--- config.mk ---
export PLATFORM = sky130hd
export DESIGN_NAME = wwvs_window
export DESIGN_NICKNAME = d
export VERILOG_FILES = /design/src/rtl/core/wwvs_pkg.sv /design/src/rtl/core/wwvs_cell.sv /design/src/rtl/core/wwvs_window.sv
export SDC_FILE = /design/constraint.sdc
export NUM_CORES = 1
export LEC_CHECK = 0
export BUFFER_PORTS_ARGS = -buffer_cell sky130_fd_sc_hd__buf_2
export CAP_MARGIN = 20
export CELL_PAD_IN_SITES_DETAIL_PLACEMENT = 0
export CELL_PAD_IN_SITES_GLOBAL_PLACEMENT = 1
export CORE_MARGIN = 2
export CORE_UTILIZATION = 45
export CTS_BUF_LIST = sky130_fd_sc_hd__clkbuf_4
export CTS_CLUSTER_SIZE = 8
export DETAILED_ROUTE_END_ITERATION = 10
export PLACE_DENSITY_LB_ADDON = 0.1
export SLEW_MARGIN = 20
export SYNTH_ARGS = -nofsm -noshare
export SYNTH_HDL_FRONTEND = slang
export SYNTH_SLANG_ARGS = --single-unit
--- constraint.sdc ---
create_clock -name clk_i -period 4.09 [get_ports clk_i]
set_clock_uncertainty 0.2 [all_clocks]
set_input_delay 0.2045 -clock clk_i [delete_from_list [all_inputs] [get_ports clk_i]]
set_output_delay 0.2045 -clock clk_i [all_outputs]
set_load 0.05 [all_outputs]
--- src/rtl/core/wwvs_pkg.sv ---
// shared types and constants of the weighted window volume sums core
package wwvs_pkg;

  localparam int unsigned VOL_W = 32;
  localparam int unsigned BUY_W = 39;
  localparam int unsigned REF_W = 38;
  localparam int unsigned DELTA_W = 40;

  localparam int unsigned SHORT_WINDOW_DEF = 10;
  localparam int unsigned LONG_WINDOW_DEF = 60;

  // scale applied to the ask and bid window sums
  localparam int unsigned SCALE = 6;

  typedef struct packed {
    logic [VOL_W-1:0] ask_volume;
    logic [VOL_W-1:0] bid_volume;
    logic [VOL_W-1:0] total_volume;
  } bar_t;

  typedef struct packed {
    logic [BUY_W-1:0]          buyers_sum;
    logic [BUY_W-1:0]          sellers_sum;
    logic [REF_W-1:0]          reference_sum;
    logic [BUY_W-1:0]          extreme_buy;
    logic signed [DELTA_W-1:0] extreme_sell;
    logic signed [DELTA_W-1:0] buy_sell_delta;
  } sums_t;

endpackage

--- src/rtl/core/wwvs_cell.sv ---
// one history cell: holds a volume and hands it to the next cell on each request
module wwvs_cell (
  input  logic                       clk_i,
  input  logic                       rst_ni,
  input  logic                       en_i,
  input  logic [wwvs_pkg::VOL_W-1:0] data_i,
  output logic [wwvs_pkg::VOL_W-1:0] data_o
);

  logic [wwvs_pkg::VOL_W-1:0] data_q;

  // history starts cleared so bars before the start count as zero
  always_ff @(posedge clk_i or negedge rst_ni) begin
    if (!rst_ni) begin
      data_q <= '0;
    end else if (en_i) begin
      data_q <= data_i;
    end
  end

  assign data_o = data_q;

endmodule

--- src/rtl/core/wwvs_window.sv ---
// sliding window: chain of history cells, running total and weighted sum register
module wwvs_window #(
  parameter int unsigned DEPTH = wwvs_pkg::SHORT_WINDOW_DEF - 1,
  localparam int unsigned SUM_W = wwvs_pkg::VOL_W + $clog2(DEPTH + 2)
) (
  input  logic                       clk_i,
  input  logic                       rst_ni,
  input  logic                       en_i,
  input  logic [wwvs_pkg::VOL_W-1:0] vol_i,
  output logic [SUM_W-1:0]           weighted_o
);

  logic [wwvs_pkg::VOL_W-1:0] chain [DEPTH];
  logic [SUM_W-1:0]           total_q, total_d;
  logic [SUM_W-1:0]           weighted_q, weighted_d;

  for (genvar k = 0; k < DEPTH; k++) begin : g_cell
    if (k == 0) begin : g_head
      wwvs_cell u_cell (
        .clk_i  (clk_i),
        .rst_ni (rst_ni),
        .en_i   (en_i),
        .data_i (vol_i),
        .data_o (chain[k])
      );
    end else begin : g_body
      wwvs_cell u_cell (
        .clk_i  (clk_i),
        .rst_ni (rst_ni),
        .en_i   (en_i),
        .data_i (chain[k-1]),
        .data_o (chain[k])
      );
    end
  end

  // twice the current value plus the held history
  assign weighted_d = SUM_W'({vol_i, 1'b0}) + total_q;
  // oldest value leaves the window, current one enters
  assign total_d = total_q - SUM_W'(chain[DEPTH-1]) + SUM_W'(vol_i);

  always_ff @(posedge clk_i or negedge rst_ni) begin
    if (!rst_ni) begin
      total_q <= '0;
    end else if (en_i) begin
      total_q <= total_d;
    end
  end

  always_ff @(posedge clk_i) begin
    if (en_i) begin
      weighted_q <= weighted_d;
    end
  end

  assign weighted_o = weighted_q;

endmodule
-- Yosys cells after proc, flatten, opt, wreduce, memory -nomap -nowiden
Index checks and enable logic that the tools add are counted.
- input port bits: 35
- logic and storage cells: 14
- register bits: 360
- add/subtract/negate cells: 3
- operator list (cell ; number):
    adder 33 x 36 -> 36 bit ; 1
    adder 36 x 32 -> 36 bit ; 1
    subtractor 36 x 32 -> 36 bit ; 1

-- Depth between registers and ports, before layout
- depth in word-level cells: 2
- depth in mapped cells: 13

-- By module
Synthesis repeated with hierarchy kept, for this count alone.
- cell total of the unflattened synthesis: 1416
- area, all modules: 19218.4 um^2
- modules (own cells, without submodules) (module ; area an instance (um^2) ; times used ; seq. area each (um^2) ; cells an instance):
    wwvs_cell ; 1345.0 ; 9 ; 800.8 ; 68
    wwvs_window ; 7113.1 ; 1 ; 1981.9 ; 804

-- Worst setup path after synthesis
OpenSTA, ideal clock, no wires.
- path type: reg2reg
- start: register g_cell[8].g_body.u_cell.data_q, in the netlist g_cell[8].g_body.u_cell.data_o[1]
- end: register total_q[28]
- setup time: 0.124 ns
- data required time: 3.766 ns
- stages on the path, launching flop included: 11
- clock period less this slack: 3.281 ns
- path slack: 0.809 ns
- arrival: 2.957 ns
- buffers on the path: 0
- cell sequence: dfrtp_1 -> fa_1 -> inv_1 -> fa_1 -> a21o_1 -> a221oi_2 -> o21ai_1 -> a31oi_1 -> o22a_1 -> a41oi_1 -> a211o_1
- longest elaborated chain between the ends: 2
- ends and longest elaborated chain (element ; RTL line ; RTL):
    start: declaration ; wwvs_cell.sv:10 ; logic [wwvs_pkg::VOL_W-1:0] data_q;
    start signal: assignment ; wwvs_cell.sv:17 ; data_q <= data_i;
    subtractor 36 x 32 -> 36 bit ; wwvs_window.sv:40 ; assign total_d = total_q - SUM_W'(chain[DEPTH-1]) + SUM_W'(vol_i);
    adder 36 x 32 -> 36 bit ; wwvs_window.sv:40 ;
    end signal: assignment ; wwvs_window.sv:46 ; total_q <= total_d;
    end: declaration ; wwvs_window.sv:14 ; logic [SUM_W-1:0] total_q, total_d;
Every way passes these cells.
A chain may end at the register's enable or synchronous reset.

-- Worst setup path in the final report
- start: register g_cell[8].g_body.u_cell.data_q, in the netlist g_cell[8].g_body.u_cell.data_o[10]
- end: register total_q[29]
The elaborated chain is that of the path after synthesis.

==> flow_metrics.env <==
export IMPL_status="finished, final reports clean"
export IMPL_dpl_cell_area_sq_um=18800
export IMPL_timing_fmax_mhz=283
export IMPL_fp_dieArea_sq_um=41400
export IMPL_fill_cells=3593
export IMPL_dp_cells=2012
export IMPL_drv_slew=0
export IMPL_clkLatencyLatePin_ns=0.81
export IMPL_async_reset_ff_frac=0.900
export IMPL_cp_required_ns=4.59
export IMPL_avgViaCountPerCell=5.08
export IMPL_dpl_hpwl_mm=25.3
export IMPL_synthTopCellsByArea="dfrtp_1, mux2_2, edfxtp_1"
export IMPL_first_global_vias=11700
export IMPL_synth_main_ff_cell="dfrtp_1"
export IMPL_wirelength_mm=37.0
export IMPL_hold_path_class="in2reg"
export IMPL_yosysTopAreaCell="dfrtp_1"
export IMPL_ys_ff_latch=360
export IMPL_cp_max_fo=8
export IMPL_leakage_nw=9.53
export IMPL_grt_pass1_wl_mm=61.8
export IMPL_end_kind="flop"
export IMPL_instances_no_fill=2251
export IMPL_drtIter0Drc=574
export IMPL_post_cts_buffers=0
export IMPL_period_share=0.863
export IMPL_grt_start_max_net_pins=153
export IMPL_ys_types=65
export IMPL_cp_start_kind="flop"
export IMPL_root_buffer="clkbuf_4"
export IMPL_die_w_um=204
export IMPL_antenna_found_initial=3
export IMPL_syn_instance_count=1465
export IMPL_die_h_um=204
export IMPL_ys_seq_area_frac=0.513
export IMPL_area_delta_synth_final_pct=16.0
export IMPL_hold_violations=0
export IMPL_clk_pin_slew_ns=0.07
export IMPL_fin_nets=1789
export IMPL_ant_nets=0
export IMPL_via_count=11400
export IMPL_rows=73
export IMPL_io_pins=71
export IMPL_worstSetupPathType="reg2reg"
export IMPL_synth_edf_count=36
export IMPL_drive_gt1_frac=0.316
export IMPL_synth_top_area_share=0.453
export IMPL_rsz0062_at_grt="false"
export IMPL_synth_most_common_cell="dfrtp_1"
export IMPL_wl_per_cell_um=16.4
export IMPL_post_route_cell_area_sq_um=20800
export IMPL_syn_mean_instance_area_sq_um=12.2
export IMPL_timing_setup_tns_ns=0
export IMPL_finalPower_mw=18.7
export IMPL_place_gp_congestion=0.833
export IMPL_numCtsBuffers=100
export IMPL_netlist_area_sq_um=17900
export IMPL_pwr_density_cell_nw_per_um2=899
export IMPL_ys_warn_count=0
export IMPL_synth_nets=1602
export IMPL_dr_pass1_iters=5
export IMPL_maxCapViolCount=0
export IMPL_io_buffer_count=70
export IMPL_initial_utilization=0.453
export IMPL_h_tree_depth=3
export IMPL_setup_violations_final=0
export IMPL_clockBufferDepth=3
export IMPL_peakVddDrop_mv=0.340
export IMPL_tightest_slew_ns=0.832
export IMPL_core_area_sq_um=39500
export IMPL_yosys_top_cells_count="dfrtp_1, mux2_2, inv_1"
export IMPL_cts_tree="yes"
export IMPL_grt_overflow_total=0
export IMPL_worstPathArrival_ns=4.03
export IMPL_drc_errors=0
export IMPL_cts_sink_count=360
export IMPL_slew_headroom=0.445
export IMPL_grt_use_total=0.189
export IMPL_finalCriticalPeriod_ns=3.53
layout by cell type, fill, tap and decap left out, drive strengths merged, types with 3 or more instances in the layout:
cell type,synthesis,final
dlygate4sd3,0,62
a221oi,5,5
a211o,3,3
a31oi,10,10
ha,69,69
clkinv,0,23
o31ai,12,12
o311ai,3,3
or2,3,3
o221ai,3,3
and2,6,6
dfrtp,324,324
nand3b,3,3
buf,5,81
o21a,8,8
nand2b,7,7
a21oi,80,80
mux2,288,288
a211oi,13,13
nand4,8,8
clkbuf,53,145
nor2,34,34
xnor2,38,38
nand3,25,25
nor2b,6,6
o21ai,44,44
xor2,14,14
inv,152,154
mux2i,13,13
nor3b,3,3
diode,0,3
a21o,37,37
fa,33,33
o21bai,16,16
edfxtp,36,36
nor3,11,11
and3,11,11
nor4,3,3
o211ai,4,4
nand2,62,62
area by class of cell:
cell class                 instances  area, sq um  share of cell area
clock inverter                    28          186             0.00898
timing repair buffer             143         1140              0.0551
antenna                            3         7.51            0.000361
clock buffer                     145         1090              0.0524
tap                              525          657              0.0316
inverter                         152          571              0.0275
multi-input combinational        895         7930               0.382
sequential                       360         9190               0.442
what timing repair did:
| action | in CTS | in global routing |
|---|---|---|
| endpoints found under the hold margin | 521 | 0 |
| resized for setup | 0 | 0 |
| hold buffers | 63 | 0 |
state kept, by name (all words and copies together), names as in the netlist:
signal                       count
g_cell.g_head.u_cell.data_o     32
total_q                         36
weighted_o                      36
g_cell.g_body.u_cell.data_o    256
cells by family after synthesis:
family | share of synthesized area
buffers and inverters | 0.0444
AOI/OAI and AO/OA | 0.0935
adders and majority gates | 0.0851
DFF | 0.513
and+or+nand+nor | 0.0503
xor gates and xnor gates | 0.0254
muxes | 0.188
power by group:
group          internal, mW  switching (mW)
clock                  1.75            1.51
combinational          4.06            5.69
sequential             4.97           0.687
total                  10.8            7.88
worst paths after layout:
path                                                      end  slack [ns]                          startpoint  cells past startpoint
min                        g_cell[0].g_head.u_cell.data_o[20]        0.11                           vol_i[20]                      3
max                                               total_q[29]        0.56  g_cell[8].g_body.u_cell.data_o[10]                     11
min reg2reg                                     weighted_o[0]        0.27                          total_q[0]                      0
max reg2reg                                       total_q[29]        0.56  g_cell[8].g_body.u_cell.data_o[10]                     11
min in group asynchronous   g_cell[0].g_head.u_cell.data_o[2]        0.41                              rst_ni                      4
max in group asynchronous  g_cell[8].g_body.u_cell.data_o[24]        2.78                              rst_ni                      4
metrics by stage:
stage / utilization / setup WS [ns] / hold WS [ns]
6_report: 0.525 / 0.560 / 0.112
5_1_grt: 0.525 / 0.148 / 0.00446
4_1_cts: 0.525 / 0.526 / 0.000973
3_5_place_dp: 0.476 / 0.541 / 0.106
3_3_place_gp: 0.476 / 0.556 / 0.0962
2_1_floorplan: - / 0.809 / -0.291
critical path: stages, from the launching register on:
cell	delay, ns
dfrtp_1	0.40
fa_1	0.54
inv_1	0.04
ha_1	0.41
and4_1	0.30
nand3_1	0.09
o211ai_1	0.20
o2111ai_1	0.29
a211oi_1	0.38
o2111ai_1	0.17
and3_1	0.21
o31ai_1	0.19
routing by layer:
layer	vias up	share of wire	global-route usage
li1	5588	-	-
met1	5575	0.53	0.287
met2	204	0.41	0.265
met3	62	0.044	0.0439
met4	0	0.019	0.0633
met5	-	0	0
No activity file was read; power rests on OpenSTA's default activity.
